==> src/rtl/meq_pkg.sv <==
package meq_pkg;

    localparam int QueueDepth = 20;
    localparam int KeymapBytes = 16;
    localparam int SlotW = $clog2(QueueDepth);
    localparam int CountW = $clog2(QueueDepth + 1);
    localparam int KeyBits = KeymapBytes * 8;
    localparam int EntryW = 4 + 32 + 32 + 32 + 16;

    localparam logic [3:0] AutokeyType = 4'd5;

    typedef enum logic [2:0] {
        OP_POST  = 3'd0,
        OP_GET   = 3'd1,
        OP_PEEK  = 3'd2,
        OP_FLUSH = 3'd3,
        OP_KEY   = 3'd4,
        OP_ARM   = 3'd5
    } op_t;

    typedef enum logic [1:0] {
        ST_OK       = 2'd0,
        ST_DISABLED = 2'd1,
        ST_NULL     = 2'd2
    } status_t;

    typedef enum logic [1:0] {
        CFG_ENABLE   = 2'd0,
        CFG_DELAY    = 2'd1,
        CFG_INTERVAL = 2'd2
    } cfg_idx_t;

    typedef enum logic [2:0] {
        S_IDLE,
        S_READ,
        S_CHECK,
        S_SHIFT,
        S_DONE
    } state_t;

    // controller -> datapath
    typedef struct packed {
        logic load;       // capture inputs
        logic do_post;    // write entry, append
        logic do_key;
        logic do_arm;
        logic drop;       // start removal at scan_pos
        logic shift_step; // one compaction step
        logic advance;    // scan_pos++
        logic hit_out;    // return entry
        logic miss_out;   // return autokey or null
        logic plain_out;  // status only result
    } cmd_t;

    // datapath -> controller
    typedef struct packed {
        logic [2:0] op;
        logic       scan_end;    // scan_pos >= count
        logic       match;       // entry type in event mask
        logic       stop;        // entry type in stop mask
        logic       shift_end;   // compaction finished
        logic       enabled;
    } stat_t;

endpackage

==> src/rtl/meq_ram.sv <==
module meq_ram #(
    parameter int Width = 8,
    parameter int Depth = 16
) (
    input  logic                     clk,
    input  logic                     we,
    input  logic [$clog2(Depth)-1:0] waddr,
    input  logic [Width-1:0]         wdata,
    input  logic [$clog2(Depth)-1:0] raddr,
    output logic [Width-1:0]         rdata
);

    logic [Width-1:0] mem [Depth];

    always_ff @(posedge clk)
    begin
        if (we)
        begin
            mem[waddr] <= wdata;
        end
        rdata <= mem[raddr];
    end

endmodule

==> src/rtl/meq_ctrl.sv <==
module meq_ctrl (
    input  logic           clk,
    input  logic           rst_n,
    input  logic           start,
    output logic           busy,
    input  meq_pkg::stat_t st,
    output meq_pkg::cmd_t  cmd
);

    meq_pkg::state_t state_reg, state_next;

    always_ff @(posedge clk or negedge rst_n)
    begin
        if (!rst_n)
        begin
            state_reg <= meq_pkg::S_IDLE;
        end
        else
        begin
            state_reg <= state_next;
        end
    end

    always_comb
    begin
        state_next = state_reg;
        cmd = '0;
        busy = (state_reg != meq_pkg::S_IDLE);
        case (state_reg)
            meq_pkg::S_IDLE:
            begin
                if (start)
                begin
                    cmd.load = 1'b1;
                    state_next = meq_pkg::S_READ;
                end
            end
            meq_pkg::S_READ:
            begin
                case (st.op)
                    meq_pkg::OP_POST:
                    begin
                        if (st.enabled)
                        begin
                            cmd.do_post = 1'b1;
                        end
                        cmd.plain_out = 1'b1;
                        state_next = meq_pkg::S_DONE;
                    end
                    meq_pkg::OP_GET, meq_pkg::OP_PEEK, meq_pkg::OP_FLUSH:
                    begin
                        if (st.scan_end)
                        begin
                            if (st.op == meq_pkg::OP_FLUSH)
                            begin
                                cmd.plain_out = 1'b1;
                            end
                            else
                            begin
                                cmd.miss_out = 1'b1;
                            end
                            state_next = meq_pkg::S_DONE;
                        end
                        else
                        begin
                            state_next = meq_pkg::S_CHECK;
                        end
                    end
                    meq_pkg::OP_KEY:
                    begin
                        cmd.do_key = 1'b1;
                        cmd.plain_out = 1'b1;
                        state_next = meq_pkg::S_DONE;
                    end
                    meq_pkg::OP_ARM:
                    begin
                        cmd.do_arm = 1'b1;
                        cmd.plain_out = 1'b1;
                        state_next = meq_pkg::S_DONE;
                    end
                    default:
                    begin
                        cmd.plain_out = 1'b1;
                        state_next = meq_pkg::S_DONE;
                    end
                endcase
            end
            meq_pkg::S_CHECK:
            begin
                if (st.op == meq_pkg::OP_FLUSH)
                begin
                    if (st.stop)
                    begin
                        cmd.plain_out = 1'b1;
                        state_next = meq_pkg::S_DONE;
                    end
                    else if (st.match)
                    begin
                        cmd.drop = 1'b1;
                        state_next = meq_pkg::S_SHIFT;
                    end
                    else
                    begin
                        cmd.advance = 1'b1;
                        state_next = meq_pkg::S_READ;
                    end
                end
                else if (st.match)
                begin
                    cmd.hit_out = 1'b1;
                    if (st.op == meq_pkg::OP_GET)
                    begin
                        cmd.drop = 1'b1;
                        state_next = meq_pkg::S_SHIFT;
                    end
                    else
                    begin
                        state_next = meq_pkg::S_DONE;
                    end
                end
                else
                begin
                    cmd.advance = 1'b1;
                    state_next = meq_pkg::S_READ;
                end
            end
            meq_pkg::S_SHIFT:
            begin
                if (st.shift_end)
                begin
                    state_next = (st.op == meq_pkg::OP_FLUSH) ? meq_pkg::S_READ
                                                               : meq_pkg::S_DONE;
                end
                else
                begin
                    cmd.shift_step = 1'b1;
                end
            end
            meq_pkg::S_DONE:
            begin
                state_next = meq_pkg::S_IDLE;
            end
            default:
            begin
                state_next = meq_pkg::S_IDLE;
            end
        endcase
    end

    a_load_idle: assert property (@(posedge clk) disable iff (!rst_n)
        cmd.load |-> state_reg == meq_pkg::S_IDLE)
        else $error("load outside idle");
    a_busy_after_start: assert property (@(posedge clk) disable iff (!rst_n)
        (start && !busy) |=> busy)
        else $error("start not taken");
    a_one_out: assert property (@(posedge clk) disable iff (!rst_n)
        $countones({cmd.hit_out, cmd.miss_out, cmd.plain_out}) <= 1)
        else $error("multiple results");

endmodule

==> src/rtl/meq_datapath.sv <==
module meq_datapath (
    input  logic                     clk,
    input  logic                     rst_n,
    input  meq_pkg::cmd_t            cmd,
    output meq_pkg::stat_t           st,
    input  logic                     cfg_valid,
    input  logic [1:0]               cfg_index,
    input  logic [15:0]              cfg_data,
    input  logic [2:0]               operation,
    input  logic [3:0]               event_code,
    input  logic [31:0]              message,
    input  logic [15:0]              event_mask,
    input  logic [15:0]              stop_mask,
    input  logic [7:0]               key_code,
    input  logic                     key_down,
    input  logic                     button_state,
    input  logic [31:0]              now,
    input  logic signed [15:0]       mouse_h,
    input  logic signed [15:0]       mouse_v,
    output logic                     done,
    output logic [1:0]               status,
    output logic [3:0]               event_type,
    output logic [31:0]              event_message,
    output logic [31:0]              event_time,
    output logic signed [15:0]       event_h,
    output logic signed [15:0]       event_v,
    output logic [15:0]              event_modifiers
);

    localparam int SW = meq_pkg::SlotW;
    localparam int CW = meq_pkg::CountW;
    localparam int EW = meq_pkg::EntryW;

    logic [15:0] enable_reg, delay_reg, interval_reg;
    logic [2:0]  op_reg;
    logic [3:0]  code_reg;
    logic [31:0] msg_reg, now_reg;
    logic [15:0] emask_reg, smask_reg, h_reg, v_reg;
    logic [7:0]  kcode_reg;
    logic        kdown_reg, btn_reg;

    logic [meq_pkg::KeyBits-1:0] keys_reg;
    logic        armed_reg;
    logic [31:0] rmsg_reg, deadline_reg;

    // arrival order: slot index per position, read at the scan position and at the head
    logic [SW-1:0] order_reg [meq_pkg::QueueDepth];
    logic [meq_pkg::QueueDepth-1:0] used_reg;
    logic [CW-1:0] count_reg;
    logic [CW-1:0] pos_reg;
    logic [CW-1:0] shp_reg;
    logic          shifting_reg;

    logic          done_reg;
    logic [1:0]    status_reg;
    logic [3:0]    type_reg;
    logic [31:0]   omsg_reg, otime_reg;
    logic [15:0]   oh_reg, ov_reg, omod_reg;

    logic [EW-1:0] rdata, wdata;
    logic [SW-1:0] raddr, free_slot, waddr, drop_slot;
    logic [15:0]   mods;
    logic          full;

    function automatic logic key_dn(input logic [meq_pkg::KeyBits-1:0] k,
                                    input int c);
        if (c < meq_pkg::KeyBits)
        begin
            return k[c];
        end
        return 1'b0;
    endfunction

    always_comb
    begin
        mods = '0;
        mods[7]  = btn_reg;
        mods[8]  = key_dn(keys_reg, 'h37);
        mods[9]  = key_dn(keys_reg, 'h38) | key_dn(keys_reg, 'h3C);
        mods[11] = key_dn(keys_reg, 'h3A) | key_dn(keys_reg, 'h3D);
        mods[12] = key_dn(keys_reg, 'h3B) | key_dn(keys_reg, 'h3E);
    end

    always_comb
    begin
        free_slot = '0;
        for (int i = meq_pkg::QueueDepth - 1; i >= 0; i--)
        begin
            if (!used_reg[i])
            begin
                free_slot = SW'(i);
            end
        end
    end

    assign full = (count_reg >= CW'(meq_pkg::QueueDepth));
    // when full, the oldest slot is dropped and reused
    assign waddr = full ? order_reg[0] : free_slot;
    assign raddr = order_reg[pos_reg[SW-1:0]];
    assign wdata = {code_reg, msg_reg, now_reg, v_reg, h_reg, mods};

    meq_ram #(.Width(EW), .Depth(meq_pkg::QueueDepth)) u_ram (
        .clk  (clk),
        .we   (cmd.do_post),
        .waddr(waddr),
        .wdata(wdata),
        .raddr(raddr),
        .rdata(rdata)
    );

    logic [3:0] rtype;
    assign rtype = rdata[EW-1 -: 4];
    assign drop_slot = order_reg[pos_reg[SW-1:0]];

    assign st.op        = op_reg;
    assign st.scan_end  = (pos_reg >= count_reg);
    assign st.match     = emask_reg[rtype];
    assign st.stop      = smask_reg[rtype];
    assign st.shift_end = !shifting_reg;
    assign st.enabled   = enable_reg[code_reg];

    logic autokey;
    assign autokey = emask_reg[meq_pkg::AutokeyType] && armed_reg
                     && (now_reg > deadline_reg);

    always_ff @(posedge clk or negedge rst_n)
    begin
        if (!rst_n)
        begin
            enable_reg   <= 16'hFFEF;
            delay_reg    <= 16'd24;
            interval_reg <= 16'd6;
            keys_reg     <= '0;
            armed_reg    <= 1'b0;
            rmsg_reg     <= '0;
            deadline_reg <= '0;
            used_reg     <= '0;
            count_reg    <= '0;
            pos_reg      <= '0;
            shp_reg      <= '0;
            shifting_reg <= 1'b0;
            done_reg     <= 1'b0;
        end
        else
        begin
            done_reg <= cmd.hit_out | cmd.miss_out | cmd.plain_out;
            if (cfg_valid)
            begin
                case (cfg_index)
                    meq_pkg::CFG_ENABLE:   enable_reg   <= cfg_data;
                    meq_pkg::CFG_DELAY:    delay_reg    <= cfg_data;
                    meq_pkg::CFG_INTERVAL: interval_reg <= cfg_data;
                    default: ;
                endcase
            end
            if (cmd.load)
            begin
                pos_reg <= '0;
            end
            if (cmd.advance)
            begin
                pos_reg <= pos_reg + 1'b1;
            end
            if (cmd.do_key && (int'(kcode_reg) < meq_pkg::KeyBits))
            begin
                keys_reg[kcode_reg[$clog2(meq_pkg::KeyBits)-1:0]] <= kdown_reg;
            end
            if (cmd.do_arm)
            begin
                armed_reg    <= 1'b1;
                rmsg_reg     <= msg_reg;
                deadline_reg <= now_reg + {16'd0, delay_reg};
            end
            if (cmd.miss_out && autokey)
            begin
                deadline_reg <= now_reg + {16'd0, interval_reg};
            end
            if (cmd.do_post)
            begin
                used_reg[waddr] <= 1'b1;
                if (full)
                begin
                    for (int i = 0; i < meq_pkg::QueueDepth - 1; i++)
                    begin
                        order_reg[i] <= order_reg[i + 1];
                    end
                    order_reg[meq_pkg::QueueDepth - 1] <= waddr;
                end
                else
                begin
                    order_reg[count_reg[SW-1:0]] <= waddr;
                    count_reg <= count_reg + 1'b1;
                end
            end
            if (cmd.drop)
            begin
                used_reg[drop_slot] <= 1'b0;
                shp_reg      <= pos_reg;
                shifting_reg <= 1'b1;
            end
            if (cmd.shift_step)
            begin
                if (shp_reg + 1'b1 < count_reg)
                begin
                    order_reg[shp_reg[SW-1:0]] <= order_reg[SW'(shp_reg + 1'b1)];
                    shp_reg <= shp_reg + 1'b1;
                end
                else
                begin
                    count_reg    <= count_reg - 1'b1;
                    shifting_reg <= 1'b0;
                end
            end
        end
    end

    always_ff @(posedge clk)
    begin
        if (cmd.load)
        begin
            op_reg    <= operation;
            code_reg  <= event_code;
            msg_reg   <= message;
            emask_reg <= event_mask;
            smask_reg <= stop_mask;
            kcode_reg <= key_code;
            kdown_reg <= key_down;
            btn_reg   <= button_state;
            now_reg   <= now;
            h_reg     <= mouse_h;
            v_reg     <= mouse_v;
        end
        if (cmd.plain_out)
        begin
            status_reg <= (op_reg == meq_pkg::OP_POST && !enable_reg[code_reg])
                          ? meq_pkg::ST_DISABLED : meq_pkg::ST_OK;
            type_reg <= '0;
            omsg_reg <= '0;
            otime_reg <= '0;
            oh_reg <= '0;
            ov_reg <= '0;
            omod_reg <= '0;
        end
        if (cmd.hit_out)
        begin
            status_reg <= meq_pkg::ST_OK;
            {type_reg, omsg_reg, otime_reg, ov_reg, oh_reg, omod_reg} <= rdata;
        end
        if (cmd.miss_out)
        begin
            status_reg <= autokey ? meq_pkg::ST_OK : meq_pkg::ST_NULL;
            type_reg   <= autokey ? meq_pkg::AutokeyType : 4'd0;
            omsg_reg   <= autokey ? rmsg_reg : 32'd0;
            otime_reg  <= now_reg;
            oh_reg     <= h_reg;
            ov_reg     <= v_reg;
            omod_reg   <= mods;
        end
    end

    assign done            = done_reg;
    assign status          = status_reg;
    assign event_type      = type_reg;
    assign event_message   = omsg_reg;
    assign event_time      = otime_reg;
    assign event_h         = oh_reg;
    assign event_v         = ov_reg;
    assign event_modifiers = omod_reg;

    a_count_bound: assert property (@(posedge clk) disable iff (!rst_n)
        count_reg <= CW'(meq_pkg::QueueDepth))
        else $error("count overflow");
    a_used_count: assert property (@(posedge clk) disable iff (!rst_n)
        !shifting_reg |-> $countones(used_reg) == int'(count_reg))
        else $error("slot bookkeeping mismatch");
    a_post_grows: assert property (@(posedge clk) disable iff (!rst_n)
        (cmd.do_post && !full) |=> count_reg == $past(count_reg) + 1'b1)
        else $error("post lost");

endmodule

==> src/rtl/masked_event_queue.sv <==
// Sequence: post, key change, arm and unused ops answer from READ, and done is registered from it.
// Get, peek and flush pass READ and CHECK for each scanned entry (one registered RAM read each), and
// each removal adds a compaction pass in SHIFT. One item is handled at a time; busy stays high
// through compaction.
// Reset (rst_n, async low) empties the queue, clears keys and repeat, restores registers;
// the result strobe done lasts one cycle and the receiver cannot stall.
module masked_event_queue (
    input  logic               clk,
    input  logic               rst_n,
    input  logic               start,
    output logic               busy,
    input  logic               cfg_valid,
    output logic               cfg_ready,
    input  logic [1:0]         cfg_index,
    input  logic [15:0]        cfg_data,
    input  logic [2:0]         operation,
    input  logic [3:0]         event_code,
    input  logic [31:0]        message,
    input  logic [15:0]        event_mask,
    input  logic [15:0]        stop_mask,
    input  logic [7:0]         key_code,
    input  logic               key_down,
    input  logic               button_state,
    input  logic [31:0]        now,
    input  logic signed [15:0] mouse_h,
    input  logic signed [15:0] mouse_v,
    output logic               done,
    output logic [1:0]         status,
    output logic [3:0]         event_type,
    output logic [31:0]        event_message,
    output logic [31:0]        event_time,
    output logic signed [15:0] event_h,
    output logic signed [15:0] event_v,
    output logic [15:0]        event_modifiers
);

    meq_pkg::cmd_t  cmd;
    meq_pkg::stat_t st;

    assign cfg_ready = 1'b1;

    meq_ctrl u_ctrl (
        .clk  (clk),
        .rst_n(rst_n),
        .start(start),
        .busy (busy),
        .st   (st),
        .cmd  (cmd)
    );

    meq_datapath u_dp (
        .clk            (clk),
        .rst_n          (rst_n),
        .cmd            (cmd),
        .st             (st),
        .cfg_valid      (cfg_valid),
        .cfg_index      (cfg_index),
        .cfg_data       (cfg_data),
        .operation      (operation),
        .event_code     (event_code),
        .message        (message),
        .event_mask     (event_mask),
        .stop_mask      (stop_mask),
        .key_code       (key_code),
        .key_down       (key_down),
        .button_state   (button_state),
        .now            (now),
        .mouse_h        (mouse_h),
        .mouse_v        (mouse_v),
        .done           (done),
        .status         (status),
        .event_type     (event_type),
        .event_message  (event_message),
        .event_time     (event_time),
        .event_h        (event_h),
        .event_v        (event_v),
        .event_modifiers(event_modifiers)
    );

endmodule

==> config.mk <==
export PLATFORM = sky130hd
export DESIGN_NAME = masked_event_queue
export DESIGN_NICKNAME = d
export VERILOG_FILES = /design/src/rtl/meq_pkg.sv /design/src/rtl/meq_ram.sv /design/src/rtl/meq_ctrl.sv /design/src/rtl/meq_datapath.sv /design/src/rtl/masked_event_queue.sv
export SDC_FILE = /design/constraint.sdc
export NUM_CORES = 2
export LEC_CHECK = 0
export ABC_AREA = 1
export BUFFER_PORTS_ARGS = -buffer_cell sky130_fd_sc_hd__buf_2
export CAP_MARGIN = 5
export CORE_UTILIZATION = 26
export CTS_CLUSTER_DIAMETER = 50
export DETAILED_ROUTE_END_ITERATION = 7
export GPL_ROUTABILITY_DRIVEN = 0
export PLACE_DENSITY = 0.51
export SYNTH_ARGS = -nofsm -noshare
export SYNTH_HDL_FRONTEND = slang
export SYNTH_HIERARCHICAL = 1
export SYNTH_SLANG_ARGS = --single-unit
==> constraint.sdc <==
create_clock -name clk -period 9.7 [get_ports clk]
set_input_delay 2.425 -clock clk [delete_from_list [all_inputs] [get_ports clk]]
set_output_delay 2.425 -clock clk [all_outputs]
set_load 0.05 [all_outputs]
# Yosys cells after proc, flatten, opt, wreduce, memory -nomap -nowiden
# Memory sizes are Yosys's and may differ from the RTL's. A register that Yosys moved wholly into a read port is not among the register bits.
# Index checks and enable logic that the tools add are counted.
# word_totals
out_inout_bits	121
register_bits	660
word_cells	231
mem_count	2
ramBits	2200
# mem_list
name	words	width	read_ports	rd_ports_with_merged_regs	wr	line_no	rtl
u_dp.u_ram.mem	20	105	1	1	1	meq_ram.sv:13	logic [Width-1:0] mem [Depth];
u_dp.order_reg	20	5	22	0	20	meq_datapath.sv:47	logic [SW-1:0] order_reg [meq_pkg::QueueDepth];
# classes
n_lt_le_gt_ge	13
n_eq_ne	12
bitwise	8
n_mux	129
reduce_logical	27
addsub	6
# ops
op	count
$mux 32	8
$mux 5	34
$bwmux 128	1
$mux 16	6
$add 32x16->32	2
$mux 1	48
$mux 20	2
$mux 3	11
$gt 32x32->1	1
$and 20x20->20	1
$not 20->20	1
$or 20x20->20	1
$add 5x1->5 const B	3
$mux 2	7
$mux 13	1
$bmux 1 s4	3
$eq 3x2->1 const B	4
$lt 5x6->1 const B	2
$mux 4	3
$pmux 3 s4	1
$logic_and 1x1->1	11
$demux 1 s5	2
$ge 5x1->1 const B	2
$lt 4x5->1 const B	2
other kinds (23)	38

# Longest topological paths before layout
# logic_depth
depth_word	29
ltp_mapped	37
depth_no_buf	33

# Hierarchy
# The synthesis kept the hierarchy.
# by_module_without_submodules
module	instances	area_per_inst_um2	cells_per_inst
meq_ram	1	93920.1	7448
meq_datapath	1	29799.8	3289
meq_ctrl	1	362.8	66
masked_event_queue	1	11.3	2

# Worst setup path before layout
# OpenSTA, ideal clock, no wires.
# synth_path
kind	input -> register
from	input start
to	register u_dp.pos_reg[3]
arrival_ns	9.104
setup_slack_ns	0.477
path_stages	7
cell_sequence	inv_1 -> nor2_1 -> inv_1 -> nor2_1 -> o21ai_0 -> o21ai_0 -> inv_1
# synth_lines
element	line_no	rtl
start: declaration	masked_event_queue.sv:10	input logic start,
end signal: assignment	meq_datapath.sv:162	pos_reg <= pos_reg + 1'b1;
end: declaration	meq_datapath.sv:50	logic [CW-1:0] pos_reg;

==> metrics.yaml <==
status: "completed"
core_mm2: 0.475
vias: 84300
hold_path_class: "flip-flop to flip-flop"
clk_latency_ps: 990
yosysMostFrequentCell: "nand2_1"
cts_setup_buffers: 0
required_ps: 10500
cts.sinks: 3019
nets: 11400
fin_setup_tns_ps: 0
cts_resized: 0
reg2reg_from: "u_dp/pos_reg[0]"
synth_edf_count: 2732
grt_max_degree: 204
first_pass_iters: 6
path_class: "flip-flop to flip-flop"
largest_reg_flops: 2320
ir_worst_vdd_uv: 306
rr_worst_depth: 28
gr-total-overflow: 0
row_count: 253
crit_slowest_cell: "buf_4"
synth_cell_type_count: 62
grt_use_total_pct: 16.2
synth.avg_cell_area_um2: 11.5
syn-cell-area_mm2: 0.124
numCtsBuffers: 378
holdPathEnd: "u_dp/armed_reg"
post-place-ws_ps: 3450
cts_tree: "built"
grt_pass1_wl_um: 576000
htreeDepth: 5
area_growth_pct: 17.8
io-pin-count: 288
die_w_um: 693
yosysTopAreaCellShare_pct: 66.1
fin_skew_ps: 68.4
grt_antenna_before_repair: 15
min_period_ps: 6300
slowest_delay_ps: 550
antenna_left: 0
dp_hpwl_um: 207000
cpMostUsedCell: "nand2_1"
leakagePower_nw: 52.1
initial_core_util_pct: 26.1
wire_per_inst_um: 22.5
r2r_slack_ps: 3400
postLayoutSetupSlackWorst_ps: 3400
synth_top_flop_cell: "edfxtp_1"
grt_pass1_vias: 80300
final-max-slew-violation-count: 0
cts_root_buffer: "clkbuf_16"
hold_path.startpoint: "u_dp/armed_reg"
rsz0062_at_grt: "no"
layout-drive-gt1-share_pct: 10.5
crit_fanout: 52
io_buffers: 286
period_share_pct: 64.9
final_util_pct: 30.8
yosysWarningCount: 6
synth_area_leaders: "edfxtp_1 (66%), nand2_1 (8.6%), nand3_1 (7.8%), o21ai_0 (3.2%), dfrtp_1 (2.8%)"
hold_viol: 0
slew_headroom_pct: 21.5
path_clk_slew_ps: 60
worstReg2RegEnd: "u_dp/deadline_reg[24]"
die-area_mm2: 0.480
synthArstFlopShare_pct: 5.30
holdPathStages: 2
multi_input_area_mm2: 0.0321
setup_viol: 0
seq_area_mm2: 0.0886
synth_common_cells: "nand2_1 (2,854), edfxtp_1 (2,732), nand3_1 (1,927)"
cp-end-kind: "flip-flop"
dieHeight_um: 693
syn_inst: 10800
critPathArrivalTime_ps: 7100
synth_area_leader_cell: "edfxtp_1"
tightest_slew_ps: 1180
cap_violations: 0
postCtsHoldBufs: 0
totalWireLength_um: 402000
drc: 0
start_kind: "flip-flop"
cts_buffer_depth: 4
cp_top_family: "compound AO/OA/AOI/OAI gates"
synth_seq_cells: 3019
cellPowerDensity_mw_per_mm2: 284
fmax_ghz: 0.159
viasPerCell: 4.71
crit_buf_inv: 4
drtIter0Drc: 8099
fillers: 48000
ys_seq_area_share_pct: 71.4
==> where the power goes <==
| group | switching (W) | internal (W) |
|---|---|---|
| clock network | 0.00579 | 0.00863 |
| logic | 0.00815 | 0.00261 |
| registers | 0.000792 | 0.0155 |
| total | 0.0147 | 0.0268 |
==> final cells by class <==
cell class / count / area share, %
diodes: 11 / 0.0188
clock buffers: 480 / 7.00
clock inverters: 222 / 1.82
inverters: 388 / 1.03
multi-input cells: 6952 / 21.9
flip-flops and latches: 3019 / 60.6
well taps: 6375 / 5.46
repair buffers: 458 / 2.12
==> worst reg2reg max path: cells and delay by family (launching register included) <==
family / cells / cell delay [ps]
DFF: 1 / 320
and+or+nand+nor: 8 / 1080
AOI/OAI and AO/OA: 12 / 1960
adders and majority gates: 3 / 1030
buffers and inverters: 4 / 1560
xor gates and xnor gates: 1 / 170
==> per-stage QoR <==
step,cell area [um2],hold slack (ps),total power [W],std cells
after CTS,146000,470,0.0418,17900
after floorplan,125000,414,0.0234,11000
after global routing,146000,487,0.0434,17900
after detailed placement,133000,456,0.0273,17200
final,146000,472,0.0415,17900
after global placement,133000,443,0.0273,17200
==> layer usage <==
metal  vias to the layer above  GRT usage [%]  share of wire (%)
li1                      38900              -                  -
met1                     42000           21.9                 44
met2                      2786           26.3                 46
met3                       661           2.32                5.9
met4                         4           5.98                3.8
met5                         -              0             0.0050
==> layout by cell type, fill, tap and decap left out, types with 211 or more instances in the layout <==
cell type  count
edfxtp_1    2732
clkbuf_16    381
conb_1       221
o21ai_0      793
nor2_1       421
buf_2        285
inv_1        350
nand3_1     1927
a21oi_1      211
nand2_1     2850
==> cell families (layout without fill, tap and decap cells) <==
kind of cell | Yosys count | in the layout | share of synthesized area, %
AND/OR/NAND/NOR | 5336 | 5336 | 18.4
flip-flops | 3019 | 3019 | 71.4
AO/OA/AOI/OAI | 1283 | 1283 | 5.55
buffers and inverters | 1053 | 1548 | 3.64
adder cells (fa/ha/maj) | 68 | 68 | 0.692
XOR/XNOR | 31 | 31 | 0.219
multiplexers | 13 | 13 | 0.105
other | 2 | 232 | 0.00605
==> worst max-delay path by stage <==
stage                    startpoint                    end  slack, ps  cells past startpoint
floorplan                     start        u_dp/pos_reg[3]        480                      7
global placement    u_dp/pos_reg[0]  u_dp/deadline_reg[28]       3480                     29
detailed placement  u_dp/pos_reg[0]  u_dp/deadline_reg[24]       3450                     28
CTS                 u_dp/pos_reg[0]  u_dp/deadline_reg[24]       3450                     28
global route        u_dp/pos_reg[0]  u_dp/deadline_reg[24]       2910                     28
finish              u_dp/pos_reg[0]  u_dp/deadline_reg[24]       3400                     28
(Power assumes the default switching activity.)
